==> config.mk <==
export PLATFORM = sky130hd
export DESIGN_NAME = sfir_window
export DESIGN_NICKNAME = d
export VERILOG_FILES = /design/src/rtl/sfir_pkg.sv /design/src/rtl/sfir_window.sv
export SDC_FILE = /design/constraint.sdc
export NUM_CORES = 1
export LEC_CHECK = 0
export BUFFER_PORTS_ARGS = -buffer_cell sky130_fd_sc_hd__buf_2
export CAP_MARGIN = 20
export CORE_MARGIN = 3
export CORE_UTILIZATION = 30
export CTS_BUF_LIST = sky130_fd_sc_hd__clkbuf_8
export DETAILED_ROUTE_END_ITERATION = 10
export HOLD_SLACK_MARGIN = 0.12
export SYNTH_ARGS = -nofsm -noshare
export SYNTH_HDL_FRONTEND = slang
export SYNTH_SLANG_ARGS = --single-unit
==> constraint.sdc <==
create_clock -name i_clk -period 6.3 [get_ports i_clk]
set_input_delay 0.315 -clock i_clk [delete_from_list [all_inputs] [get_ports i_clk]]
set_output_delay 0.315 -clock i_clk [all_outputs]
set_load 0.005 [all_outputs]
==> src/rtl/sfir_pkg.sv <==
// Shared constants, types and register codes of the scanline filter.
package sfir_pkg;

    localparam int PIXEL_BITS = 16;
    localparam int RADIUS_MAX = 6;
    localparam int LINE_MAX   = 4096;

    localparam int WIN_LEN    = 2 * RADIUS_MAX + 1;
    localparam int NUM_WGT    = RADIUS_MAX + 1;
    localparam int WGT_W      = 16;
    localparam int FRAC_W     = 16;
    localparam int RAD_W      = 3;
    localparam int CNT_W      = $clog2(LINE_MAX);
    localparam int WIN_IDX_W  = $clog2(WIN_LEN);
    localparam int WGT_IDX_W  = $clog2(NUM_WGT);
    localparam int PAIR_W     = PIXEL_BITS + 1;
    localparam int PROD_W     = WGT_W + PAIR_W;
    localparam int ACC_W      = PROD_W + $clog2(NUM_WGT);
    localparam int HALF_WGT   = (NUM_WGT + 1) / 2;
    localparam int PSUM_W     = PROD_W + $clog2(HALF_WGT + 1);
    localparam int Q_W        = ACC_W - FRAC_W;
    localparam int TDATA_W    = ((PIXEL_BITS + 7) / 8) * 8;
    localparam int CFG_ADDR_W = $clog2(NUM_WGT + 1);
    localparam int CFG_DATA_W = WGT_W;
    localparam int WGT_VEC_W  = NUM_WGT * WGT_W;

    localparam logic [CFG_ADDR_W-1:0] REG_TAP_RADIUS  = CFG_ADDR_W'(0);
    localparam logic [CFG_ADDR_W-1:0] REG_WEIGHT_0    = CFG_ADDR_W'(1);
    localparam logic [CFG_ADDR_W-1:0] REG_WEIGHT_LAST = CFG_ADDR_W'(NUM_WGT);

    localparam logic [WGT_W-1:0] WGT_CENTRE_RST = '1;
    localparam logic [NUM_WGT-1:0][WGT_W-1:0] WGT_RST = WGT_VEC_W'(WGT_CENTRE_RST);
    localparam logic [RAD_W-1:0] RAD_MAX_V      = RAD_W'(RADIUS_MAX);
    localparam logic [ACC_W-1:0] RND_HALF       = ACC_W'(1) << (FRAC_W - 1);

    typedef logic [PIXEL_BITS-1:0]                t_pix;
    typedef logic [WIN_LEN-1:0][PIXEL_BITS-1:0]   t_win;
    typedef logic [RADIUS_MAX-1:0][PAIR_W-1:0]    t_pair_vec;
    typedef logic [NUM_WGT-1:0][PROD_W-1:0]       t_prod_vec;

    typedef struct packed {
        logic valid;
        logic last;
    } t_ctl;

    typedef struct packed {
        logic [RAD_W-1:0]                radius;
        logic [NUM_WGT-1:0][WGT_W-1:0]   weight;
    } t_cfg;

endpackage

==> src/rtl/sfir_window.sv <==
// Pixel window, line position counter and end-of-line flush sequencer.
module sfir_window (
    input  logic                        i_clk,
    input  logic                        i_rst_n,
    input  logic                        i_s_tvalid,
    output logic                        o_s_tready,
    input  sfir_pkg::t_pix              i_pixel,
    input  logic                        i_line_end,
    input  logic [sfir_pkg::RAD_W-1:0]  i_radius,
    input  logic                        i_s1_free,
    output sfir_pkg::t_ctl              o_ctl,
    output sfir_pkg::t_win              o_win
);

    sfir_pkg::t_win                 r_win;
    sfir_pkg::t_win                 n_win;
    sfir_pkg::t_ctl                 r_s0;
    sfir_pkg::t_ctl                 n_s0;
    logic [sfir_pkg::CNT_W-1:0]     r_cnt;
    logic [sfir_pkg::CNT_W-1:0]     n_cnt;
    logic                           r_fl_act;
    logic                           n_fl_act;
    logic [sfir_pkg::RAD_W-1:0]     r_fl_s;
    logic [sfir_pkg::RAD_W-1:0]     n_fl_s;
    logic [sfir_pkg::RAD_W-1:0]     r_fl_gap;
    logic [sfir_pkg::RAD_W-1:0]     n_fl_gap;

    logic                           s0_free;
    logic                           accept;
    logic                           step;
    logic                           n_ge_r;
    logic [sfir_pkg::RAD_W-1:0]     gap;
    logic [sfir_pkg::RAD_W-1:0]     fl_s_inc;
    logic [sfir_pkg::CNT_W-1:0]     cnt_inc;

    assign s0_free    = !r_s0.valid || i_s1_free;
    assign o_s_tready = s0_free && !r_fl_act;
    assign accept     = i_s_tvalid && o_s_tready;
    assign step       = s0_free && r_fl_act;

    assign n_ge_r   = r_cnt >= sfir_pkg::CNT_W'(i_radius);
    assign gap      = n_ge_r ? '0 : i_radius - r_cnt[sfir_pkg::RAD_W-1:0];
    assign fl_s_inc = r_fl_s + 1'b1;
    assign cnt_inc  = (r_cnt == sfir_pkg::CNT_W'(sfir_pkg::LINE_MAX - 1)) ? r_cnt
                                                                          : r_cnt + 1'b1;

    // first pixel of a line fills the window: left border replication
    // flush steps push the newest pixel again: right border replication
    always_comb begin
        n_win = r_win;
        if (accept) begin
            if (r_cnt == '0) begin
                n_win = {sfir_pkg::WIN_LEN{i_pixel}};
            end else begin
                n_win = {r_win[sfir_pkg::WIN_LEN-2:0], i_pixel};
            end
        end else if (step) begin
            n_win = {r_win[sfir_pkg::WIN_LEN-2:0], r_win[0]};
        end
    end

    always_comb begin
        n_s0     = r_s0;
        n_cnt    = r_cnt;
        n_fl_act = r_fl_act;
        n_fl_s   = r_fl_s;
        n_fl_gap = r_fl_gap;
        if (accept) begin
            n_s0.valid = n_ge_r;
            if (i_line_end) begin
                n_s0.last = (i_radius == '0);
                n_cnt     = '0;
                n_fl_act  = (i_radius != '0);
                n_fl_s    = '0;
                n_fl_gap  = gap;
            end else begin
                n_s0.last = 1'b0;
                n_cnt     = cnt_inc;
            end
        end else if (step) begin
            n_s0.valid = (fl_s_inc >= r_fl_gap);
            n_s0.last  = (fl_s_inc == i_radius);
            n_fl_act   = (fl_s_inc != i_radius);
            n_fl_s     = fl_s_inc;
        end else if (s0_free) begin
            n_s0.valid = 1'b0;
        end
    end

    always_ff @(posedge i_clk) begin
        if (!i_rst_n) begin
            r_s0     <= '0;
            r_cnt    <= '0;
            r_fl_act <= 1'b0;
            r_fl_s   <= '0;
            r_fl_gap <= '0;
        end else begin
            r_s0     <= n_s0;
            r_cnt    <= n_cnt;
            r_fl_act <= n_fl_act;
            r_fl_s   <= n_fl_s;
            r_fl_gap <= n_fl_gap;
        end
    end

    always_ff @(posedge i_clk) begin
        r_win <= n_win;
    end

    assign o_ctl = r_s0;
    assign o_win = r_win;

endmodule

==> reports/summary.txt, run 1 <==
=================================================================================================================
First-pass GRT wire length                                                                               36300 um
Clock sink count                                                                                              229
Number of levels in the clock H-tree                                                                            2
Clock tree from TritonCTS                                                                                     yes
Detail Placement HPWL                                                                                    16200 um
Synth-to-layout area growth                                                                                 23.9%
Sequential cell area fraction in the yosys report                                                           0.697
Routed wire length per instance                                                                           18.0 um
Final Total Pwr                                                                                           3.97 mW
Ratio of routed vias to standard cells                                                                       4.74
Number of synthesized register bits                                                                           229
Share of synthesized cell area in and, or, nand and nor gates                                              0.0557
Cell area after layout                                                                                 11900 um^2
Post-layout nets                                                                                              932
Routability congestion estimate from global placement                                                       0.865
Largest net degree at the start of global routing                                                             123
Number of buffers inserted during clock tree synthesis                                                         41
GRT overflow                                                                                                    0
Sum of negative setup slack                                                                                  0 ns
Cell Area, Placed                                                                                      11100 um^2
Part of the power in the clock network                                                                      0.303
Count of boundary I/O pins                                                                                    235
Floorplan die area                                                                                     34100 um^2
Type of element launching the critical path                                                          primary input
Post-synth top area share                                                                                   0.653
Power density over the cells                                                                          335 nW/um^2
Static power due to leakage                                                                               5.68 nW
All-Layer GR Usage                                                                                          0.134
Number of standard cells after synthesis                                                                      646
Unrepaired setup endpoints after global routing                                                             false
Number of buffers on the longest clock path                                                                     3
Leading cell type by number of instances after synthesis                                             sky130_fd_sc_hd__edfxtp_1
Starting DRT DRC Count                                                                                        355
Critical Path AT                                                                                          3.43 ns
Die outline width                                                                                          185 um
Main combinational cell family by area after synthesis                                               compound AO/OA/AOI/OAI gates
Resized Gates After CTS                                                                                         0
Setup-violating endpoint count in the final report                                                              0
Final Critical Period                                                                                     3.16 ns
Routed Wire Length                                                                                       23700 um
Yosys cell types                                                                                               46
Synthesized area per cell                                                                               14.8 um^2
Number of rows created at floorplan                                                                            64
Fraction of power spent switching nets                                                                      0.267
Remaining DRCs                                                                                                  0
Fraction of final layout cells sized beyond drive strength 1                                                0.334
Routed wire length on met3                                                                                2080 um
Kind of critical path                                                                                primary input to flip-flop
Clock-pin slew of the registers on the worst-case setup and hold paths                                    0.05 ns
Internal power of the cells                                                                               2.91 mW
Net count after synthesis                                                                                     681
Remaining max-slew budget at the tightest pin                                                               0.354
Crit path cell chain                                                                                 dlygate4sd3_1 > buf_2 > nor2b_1 > nand4b_4 > or2_4 > buf_12 > a21o_1
Critical path's slowest cell                                                                         sky130_fd_sc_hd__nor2b_1
Vias after detailed routing                                                                                  6246
Final-report max-slew violation count                                                                           0
Reported net switching power                                                                              1.06 mW
Via count of the first global-routing pass                                                                   6280
Number of enable-type register cells in the synthesized netlist                                               208
Top cells by instance count after synthesis                                                          sky130_fd_sc_hd__edfxtp_1, sky130_fd_sc_hd__a21o_1, sky130_fd_sc_hd__inv_1
Xor/xnor share of the synthesized area                                                                    0.00366
Share of synthesized area spent on multiplexers                                                                 0
Overall die height                                                                                         185 um
Yosys warning count                                                                                             0
Number of hold-slack violations in the final timing report                                                      0
Biggest cell delay along the critical path                                                                0.70 ns
First-pass DRT Iterations                                                                                       4
Core Box Area                                                                                          31000 um^2
Cell accounting for the most synthesized area                                                        sky130_fd_sc_hd__edfxtp_1
Slew at the pin closest to its max-slew limit                                                            0.964 ns
Number of maximum-capacitance constraint violations                                                             0
Arithmetic-cell share of the synthesized area counting full adders, half adders and majority gates         0.0152
Met1 wire length                                                                                         10500 um
Number of buffers added on ports                                                                              234
Starting density of the core                                                                                0.309
Fraction of the cycle the final worst path needs                                                            0.502
CP endpoint kind                                                                                        flip-flop
Wire length on met2                                                                                      10700 um
Layout Skew                                                                                             0.0174 ns
Share of power burned in registers                                                                          0.527
Highest clock rate                                                                                      0.316 GHz
Antenna violations before repair                                                                                0
Highest routed metal layer                                                                                   met4
Residual antenna-violating net count after detailed routing                                                     0
Class of the worst hold path                                                                         primary input to flip-flop
Peak fanout along the critical path                                                                           115
Cell types occupying the most area after synthesis                                                   sky130_fd_sc_hd__edfxtp_1, sky130_fd_sc_hd__a21o_1, sky130_fd_sc_hd__dfxtp_1, sky130_fd_sc_hd__buf_6, sky130_fd_sc_hd__ha_1
Source-to-sink clock delay at the later pin of the worst-skew pair                                        0.51 ns
Maximum VDD drop                                                                                       0.000109 V
WP data required                                                                                          6.56 ns
Synthesized-area fraction occupied by ao, oa, aoi and oai cells                                             0.181
Async set or reset register ratio after synthesis                                                               0
Comb power frac                                                                                             0.170
Run status                                                                                           complete, no violations
Leading register cell type out of synthesis                                                          sky130_fd_sc_hd__edfxtp_1
Antenna diode count                                                                                             0
Combined area of all synthesized cells                                                                  9570 um^2
CTS Root Buffer Type                                                                                 sky130_fd_sc_hd__clkbuf_8
=================================================================================================================
-- power by group through the flow --
stage | clock network (mW) | registers (mW) | logic (mW)
floorplan | 0 | 2.16 | 0.340
global placement | 0 | 2.11 | 0.669
detailed placement | 0 | 2.12 | 0.683
CTS | 1.26 | 2.09 | 0.692
global route | 1.33 | 2.12 | 0.753
finish | 1.20 | 2.09 | 0.676
-- cells by family after synthesis --
family / after synthesis
compound gates: 234
xor+xnor: 4
fa+ha+maj: 11
buf+inv: 76
flops: 229
simple gates: 92
-- metrics by stage --
step / hold WS, ns / setup slack, ns / utilization / cells
finish: 0.164 / 3.14 / 0.382 / 1318
global placement: 0.456 / 3.28 / 0.357 / 1239
detailed placement: 0.464 / 3.23 / 0.357 / 1239
CTS: 0.130 / 3.23 / 0.382 / 1318
floorplan: 0.429 / 0.245 / - / 646
global route: 0.137 / 3.01 / 0.382 / 1318
-- final cells by class --
cell class	instances	area, um^2
clock buffer	43	592
multi-input combinational	341	2510
sequential	229	6670
tap	396	495
inverter	30	113
timing repair buffer	254	1370
fill	3017	19100
clock inverter	25	100
-- cells in the final DEF (no fill, tap or decap), drive strengths merged, types with 2 or more instances in the layout --
| cell type | n |
|---|---|
| buf | 243 |
| edfxtp | 208 |
| a21o | 194 |
| inv | 46 |
| clkbuf | 43 |
| dfxtp | 21 |
| nor2 | 20 |
| nor3 | 20 |
| dlygate4sd3 | 11 |
| a21oi | 10 |
| ha | 10 |
| nand2 | 9 |
| nand3 | 9 |
| clkinv | 8 |
| nand4 | 6 |
| o21ai | 6 |
| nand2b | 5 |
| o31ai | 5 |
| or3 | 4 |
| or4 | 4 |
| o41ai | 4 |
| xor2 | 3 |
| o311ai | 3 |
| nor2b | 2 |
| and3 | 2 |
| o211ai | 2 |
| a31oi | 2 |
| o22ai | 2 |
| a2111oi | 2 |
| nor4 | 2 |
| nand4b | 2 |
| or2 | 2 |
-- worst max-delay path, delay by kind of cell --
family | cells | cell delay, ns
AOI/OAI and AO/OA | 1 | 0.26
buffers and inverters | 3 | 0.99
and+or+nand+nor | 3 | 1.75
-- final timing paths --
kind	start	slack, ns	cells past startpoint	end
min	i_pixel[8]	0.16	3	o_win[8]$_DFFE_PP_
min reg2reg	r_fl_gap[0]$_SDFFE_PN0P_	0.47	2	r_fl_gap[0]$_SDFFE_PN0P_
max	i_s_tvalid	3.14	7	o_win[89]$_DFFE_PP_
max reg2reg	r_fl_act$_SDFFE_PN0P_	3.21	5	o_win[89]$_DFFE_PP_
-- repair_timing --
item                                   in CTS  in global routing
hold buffers                               11                  0
endpoints found under the hold margin      12                  0
buffers inserted                            0                  0
setup endpoints to repair                   0                  0
-- registers in the layout, indices dropped and copies added (netlist names) --
signal    cells
r_fl_gap      3
r_fl_s        3
r_fl_act      1
r_cnt        12
o_ctl         2
o_win       208
-- routing by layer --
metal	GRT usage	vias up
met4	0.0363	0
li1	-	2965
met5	0	-
met3	0.0470	40
met1	0.182	3032
met2	0.205	209
(Power assumes the default switching activity.)
==> run 2, diff against run 1 <==
==> constraint.sdc (replaced) <==
create_clock -name i_clk -period 2.75 [get_ports i_clk]
set_input_delay 0.1375 -clock i_clk [delete_from_list [all_inputs] [get_ports i_clk]]
set_output_delay 0.1375 -clock i_clk [all_outputs]
set_load 0.005 [all_outputs]
==> run 2 against run 1 <==
Compared with the run above: largest cell class unchanged; clock skew down 0.0044 ns; routed wire length up 3.0%; power up 130%; sequential power up 130%; clock power up 140%; setup slack worse by 2.8 ns.
==> reports/summary.txt, run 2 (synthesized netlist as in run 1, its figures left out) <==
=====================================================================================
Run status                                                               complete, no violations
Type of element launching the critical path                                 flip-flop
Routability congestion estimate from global placement                           0.913
Antenna violations before repair                                                    0
Number of rows created at floorplan                                                64
Class of the worst hold path                                             primary input to flip-flop
Slew at the pin closest to its max-slew limit                                 1.01 ns
Clock-pin slew of the registers on the worst-case setup and hold paths        0.06 ns
Setup-violating endpoint count in the final report                                  0
Area of all sequential standard cells                                       6670 um^2
Core Box Area                                                              31000 um^2
Static power due to leakage                                                   5.81 nW
Vias after detailed routing                                                      6488
Filler instances                                                                 2992
Number of hold-slack violations in the final timing report                          0
Final-report max-slew violation count                                               0
R2R cell count                                                                      7
Number of buffers added on ports                                                  234
Number of levels in the clock H-tree                                                2
Routed wire length per instance                                               18.2 um
First-pass GRT wire length                                                   36400 um
Clock sink count                                                                  229
Post-layout nets                                                                  954
Detail Placement HPWL                                                        17200 um
Resized Gates After CTS                                                             0
Worst setup slack after layout                                               0.319 ns
First-pass DRT Iterations                                                           5
Setup slack of the worst register-to-register path                            0.32 ns
Floorplan die area                                                         34100 um^2
Remaining DRCs                                                                      0
Layout Skew                                                                 0.0130 ns
Launch point of the worst hold path                                         i_s1_free
Starting density of the core                                                    0.309
Remaining max-slew budget at the tightest pin                                   0.326
Fraction of final layout cells sized beyond drive strength 1                    0.338
Pre-CTS setup slack                                                          0.424 ns
Fraction of the cycle the final worst path needs                                0.884
Min-Delay Endpoint                                                       r_fl_s[0]$_SDFFE_PN0P_
Largest net degree at the start of global routing                                  70
Final Critical Period                                                         2.43 ns
Starting DRT DRC Count                                                            476
Power density over the cells                                              761 nW/um^2
Via count of the first global-routing pass                                       6252
Source-to-sink clock delay at the later pin of the worst-skew pair            0.52 ns
Count of boundary I/O pins                                                        235
All-Layer GR Usage                                                              0.135
Maximum VDD drop                                                           0.000325 V
Antenna diode count                                                                 0
Highest clock rate                                                          0.411 GHz
Critical register-to-register path endpoint                              o_ctl[0]$_SDFFE_PN0P_
Critical Path AT                                                              2.83 ns
Die outline width                                                              185 um
Synth-to-layout area growth                                                     27.1%
Number of buffers inserted during clock tree synthesis                             40
GRT overflow                                                                        0
Residual antenna-violating net count after detailed routing                         0
Critical register-to-register path startpoint                            o_ctl[1]$_SDFFE_PN0P_
Routed Wire Length                                                           24400 um
Most frequent cells in the layout                                        sky130_fd_sc_hd__buf_2, sky130_fd_sc_hd__edfxtp_1, sky130_fd_sc_hd__a21o_1
Number of maximum-capacitance constraint violations                                 0
Peak fanout along the critical path                                                24
Area taken by multi-input logic gates                                       2530 um^2
Number of stages on the worst hold path                                             4
Most frequent standard cell in the layout excluding fill and tap cells   sky130_fd_sc_hd__buf_2
Sum of negative setup slack                                                      0 ns
Max reg flops                                                                     208
Clock tree from TritonCTS                                                         yes
WP data required                                                              3.15 ns
Overall die height                                                             185 um
Kind of critical path                                                    flip-flop to flip-flop
Final Total Pwr                                                               9.25 mW
Unrepaired setup endpoints after global routing                                 false
Number of buffers on the longest clock path                                         3
CTS Root Buffer Type                                                     sky130_fd_sc_hd__clkbuf_8
CP endpoint kind                                                            flip-flop
Ratio of routed vias to standard cells                                           4.83
=====================================================================================
-- run 2: how the worst max path moves through the flow --
stage | to | depth (start not counted) | slack, ns | start
after global routing | o_ctl[0]$_SDFFE_PN0P_ | 6 | 0.16 | r_fl_s[0]$_SDFFE_PN0P_
after detailed placement | o_win[87]$_DFFE_PP_ | 6 | 0.42 | r_cnt[0]$_SDFFE_PN0P_
after global placement | o_win[152]$_DFFE_PP_ | 5 | 0.49 | r_cnt[9]$_SDFFE_PN0P_
after floorplan | o_win[100]$_DFFE_PP_ | 6 | 0.13 | r_fl_act$_SDFFE_PN0P_
final | o_ctl[0]$_SDFFE_PN0P_ | 7 | 0.32 | o_ctl[1]$_SDFFE_PN0P_
after CTS | o_ctl[0]$_SDFFE_PN0P_ | 7 | 0.33 | o_ctl[1]$_SDFFE_PN0P_
-- run 2: where the power goes --
group | switching [mW] | internal, mW | leakage (nW) | total (mW)
Sequential | 0.276 | 4.52 | 2.23 | 4.80
Clock | 1.33 | 1.50 | 0.411 | 2.83
Combinational | 0.854 | 0.766 | 3.17 | 1.62
Total | 2.46 | 6.79 | 5.81 | 9.25
-- run 2: timing repair --
| action | 4_1_cts | 5_1_grt |
|---|---|---|
| setup buffers | 0 | 0 |
| hold endpoints to repair | 31 | 0 |
| hold buffers | 22 | 0 |
-- run 2: layer usage --
layer  vias to the layer above  part of all wire  global-route usage
li1                       3013                 -                   -
met2                       272              0.44               0.207
met5                         -                 0                   0
met4                         0             0.029              0.0451
met3                        52             0.089              0.0383
met1                      3151              0.44               0.186
-- run 2: final cells by class --
cell class	count	share of cell area
Clock inverter	27	0.0110
Inverter	30	0.00926
Tap cell	396	0.0407
Multi-Input combinational cell	341	0.208
Timing Repair Buffer	277	0.136
Clock buffer	42	0.0475
Sequential cell	229	0.548
-- run 2: through the flow --
step                      hold WS (ns)   util  cells  instance area (um^2)
after floorplan                  0.265      -    646                  9590
after global placement           0.453  0.362   1251                 11200
after detailed placement         0.445  0.362   1251                 11200
after CTS                        0.127  0.392   1342                 12200
after global routing             0.194  0.392   1342                 12200
final                            0.177  0.392   1342                 12200
-- run 2: critical path, cell delays in order, from the launching register on --
cell and delay [ns]:
sky130_fd_sc_hd__dfxtp_1 0.33, sky130_fd_sc_hd__nand2b_1 0.31, sky130_fd_sc_hd__buf_4 0.23, sky130_fd_sc_hd__nand2_1 0.15
sky130_fd_sc_hd__buf_4 0.28, sky130_fd_sc_hd__and3_1 0.21, sky130_fd_sc_hd__o31a_1 0.26, sky130_fd_sc_hd__dlygate4sd3_1 0.56
==> run 3, diff against run 2 <==
--- a/config.mk
+++ b/config.mk
@@ -12,6 +12,7 @@
 export CTS_BUF_LIST = sky130_fd_sc_hd__clkbuf_8
 export DETAILED_ROUTE_END_ITERATION = 10
 export HOLD_SLACK_MARGIN = 0.12
+export PLACE_DENSITY_LB_ADDON = 0.08
 export SYNTH_ARGS = -nofsm -noshare
 export SYNTH_HDL_FRONTEND = slang
 export SYNTH_SLANG_ARGS = --single-unit
==> constraint.sdc (replaced) <==
create_clock -name i_clk -period 2.75 [get_ports i_clk]
set_input_delay 0.1375 -clock i_clk [delete_from_list [all_inputs] [get_ports i_clk]]
set_output_delay 0.1375 -clock i_clk [all_outputs]
set_load 0.1 [all_outputs]
==> run 3 against run 2 <==
Compared with the run above: combinational power rose to 3.1 times the previous value; flip-flop and latch count is the same; design area shrank 0.38%; setup slack lost 0.030 ns; global-route usage is 0.51 points higher; clock power is 4% higher; largest cell class unchanged; largest power group is now combinational cells; highest routed layer unchanged.
==> reports/summary.txt, run 3 (synthesized netlist as in run 1, its figures left out) <==
=====================================================================================
Run status                                                               complete, no violations
Floorplan die area                                                         34100 um^2
Critical Path AT                                                              2.86 ns
Clock tree from TritonCTS                                                         yes
First-pass GRT wire length                                                   37800 um
Fraction of final layout cells sized beyond drive strength 1                    0.336
Residual antenna-violating net count after detailed routing                         0
Layout Skew                                                                 0.0215 ns
Class of the worst hold path                                             primary input to flip-flop
Clock-pin slew of the registers on the worst-case setup and hold paths        0.05 ns
Bufs and invs on worst path                                                         3
Worst setup slack after layout                                               0.289 ns
Ratio of routed vias to standard cells                                           4.76
Resized Gates After CTS                                                             0
Count of boundary I/O pins                                                        235
Routed wire length per instance                                               18.4 um
Placed cell count                                                                1248
Critical path's slowest cell                                             sky130_fd_sc_hd__dlygate4sd3_1
Number of hold-slack violations in the final timing report                          0
Die outline width                                                              185 um
Number of non-filler instances in the completed layout                           1347
Fraction of the cycle the final worst path needs                                0.895
Critical register-to-register path endpoint                              o_ctl[0]$_SDFFE_PN0P_
Via count of the first global-routing pass                                       6458
Unrepaired setup endpoints after global routing                                 false
Filler instances                                                                 3021
Critical register-to-register path startpoint                            r_fl_act$_SDFFE_PN0P_
Core Box Area                                                              31000 um^2
Remaining DRCs                                                                      0
Final core area utilization                                                     0.391
Antenna diode count                                                                 0
Sum of negative setup slack                                                      0 ns
Vias after detailed routing                                                      6414
Number of buffers added on ports                                                  234
Crit path cell chain                                                     nor2b_1 > buf_4 > nand2_1 > buf_4 > and3_1 > o31a_1 > dlygate4sd3_1
Peak fanout along the critical path                                                24
WP data required                                                              3.15 ns
Final Critical Period                                                         2.46 ns
Largest net degree at the start of global routing                                  97
CTS Root Buffer Type                                                     sky130_fd_sc_hd__clkbuf_8
Setup slack of the worst register-to-register path                            0.29 ns
Static power due to leakage                                                   5.82 nW
Setup-violating endpoint count in the final report                                  0
Number of buffers on the longest clock path                                         3
Detail Placement HPWL                                                        17500 um
Post-layout nets                                                                  952
Clock sink count                                                                  229
Slew at the pin closest to its max-slew limit                                 1.04 ns
Power density over the cells                                             1060 nW/um^2
Crit-path most repeated cell                                             sky130_fd_sc_hd__buf_4
R2R cell count                                                                      7
Routability congestion estimate from global placement                           0.780
Overall die height                                                             185 um
Number of levels in the clock H-tree                                                2
Number of buffers inserted during clock tree synthesis                             42
Family with the most delay on the worst path                             buffers and inverters
Source-to-sink clock delay at the later pin of the worst-skew pair            0.53 ns
Pre-CTS setup slack                                                          0.370 ns
Most frequent standard cell in the layout excluding fill and tap cells   sky130_fd_sc_hd__buf_2
First-pass DRT Iterations                                                           5
Max reg flops                                                                     208
Antenna violations before repair                                                    0
Routed Wire Length                                                           24800 um
Number of hold buffers added after CTS                                             21
All-Layer GR Usage                                                              0.140
Most frequent cells in the layout                                        sky130_fd_sc_hd__buf_2, sky130_fd_sc_hd__edfxtp_1, sky130_fd_sc_hd__a21o_1
Launch point of the worst hold path                                         i_s1_free
CP endpoint kind                                                            flip-flop
Final-report max-slew violation count                                               0
Synth-to-layout area growth                                                     26.6%
Post-CTS repair timing setup buffer count                                           0
Type of element launching the critical path                                 flip-flop
Biggest cell delay along the critical path                                    0.55 ns
Min-Delay Endpoint                                                       r_fl_s[0]$_SDFFE_PN0P_
Area of all sequential standard cells                                       6670 um^2
Kind of critical path                                                    flip-flop to flip-flop
Number of rows created at floorplan                                                64
Number of maximum-capacitance constraint violations                                 0
GRT overflow                                                                        0
Maximum VDD drop                                                           0.000339 V
Starting DRT DRC Count                                                            418
Starting density of the core                                                    0.309
Highest clock rate                                                          0.406 GHz
Area taken by multi-input logic gates                                       2520 um^2
Remaining max-slew budget at the tightest pin                                   0.306
Number of stages on the worst hold path                                             4
=====================================================================================
==> run 3: changes by cell type in the layout (fill, tap and decap cells not counted), sizes merged <==
cell,delta
clkinv,+1
inv,+7
dlygate4sd3,-1
clkbuf,+1
buf,-3
==> run 3: where the power goes <==
group | internal [mW] | switching [mW] | total, mW
Sequential | 4.52 | 0.265 | 4.79
Clock | 1.55 | 1.38 | 2.94
Combinational | 0.744 | 4.34 | 5.09
==> run 3: area by class of cell <==
| cell class | instances | area share |
|---|---|---|
| repair buffers | 273 | 0.128 |
| inverters | 30 | 0.00929 |
| well taps | 396 | 0.0409 |
| multi-input cells | 341 | 0.208 |
| clock buffers | 43 | 0.0488 |
| flip-flops and latches | 229 | 0.551 |
| clock inverters | 35 | 0.0140 |
==> run 3: metal layers <==
metal	vias to the layer above	routed length, um	global-route usage
met4	0	500	0.0445
met2	219	11300	0.221
met3	39	1760	0.0343
li1	3014	-	-
met5	-	0	0
met1	3142	11100	0.192
==> run 3: per-stage QoR <==
| step | power (mW) | hold WS [ns] | instance area, um^2 |
|---|---|---|---|
| global route | 13.3 | 0.183 | 12100 |
| CTS | 13.0 | 0.141 | 12100 |
| detailed placement | 9.96 | 0.450 | 11100 |
| floorplan | 9.18 | 0.265 | 9590 |
| global placement | 9.90 | 0.460 | 11100 |
| finish | 12.8 | 0.189 | 12100 |
==> run 3: worst reg2reg max path: stages (launching register included) <==
cell	delay (ns)
sky130_fd_sc_hd__dfxtp_1	0.37
sky130_fd_sc_hd__nor2b_1	0.29
sky130_fd_sc_hd__buf_4	0.24
sky130_fd_sc_hd__nand2_1	0.16
sky130_fd_sc_hd__buf_4	0.26
sky130_fd_sc_hd__and3_1	0.21
sky130_fd_sc_hd__o31a_1	0.26
sky130_fd_sc_hd__dlygate4sd3_1	0.55
==> run 3: worst max-delay path by stage <==
stage / start / endpoint / slack (ns) / cells past startpoint
2_1_floorplan: o_ctl[1]$_SDFFE_PN0P_ / o_win[100]$_DFFE_PP_ / 0.13 / 6
3_3_place_gp: r_cnt[7]$_SDFFE_PN0P_ / o_win[111]$_DFFE_PP_ / 0.41 / 5
3_5_place_dp: r_cnt[9]$_SDFFE_PN0P_ / o_win[180]$_DFFE_PP_ / 0.37 / 5
4_1_cts: r_fl_act$_SDFFE_PN0P_ / o_ctl[0]$_SDFFE_PN0P_ / 0.30 / 7
5_1_grt: o_ctl[1]$_SDFFE_PN0P_ / o_ctl[0]$_SDFFE_PN0P_ / 0.17 / 7
6_report: r_fl_act$_SDFFE_PN0P_ / o_ctl[0]$_SDFFE_PN0P_ / 0.29 / 7
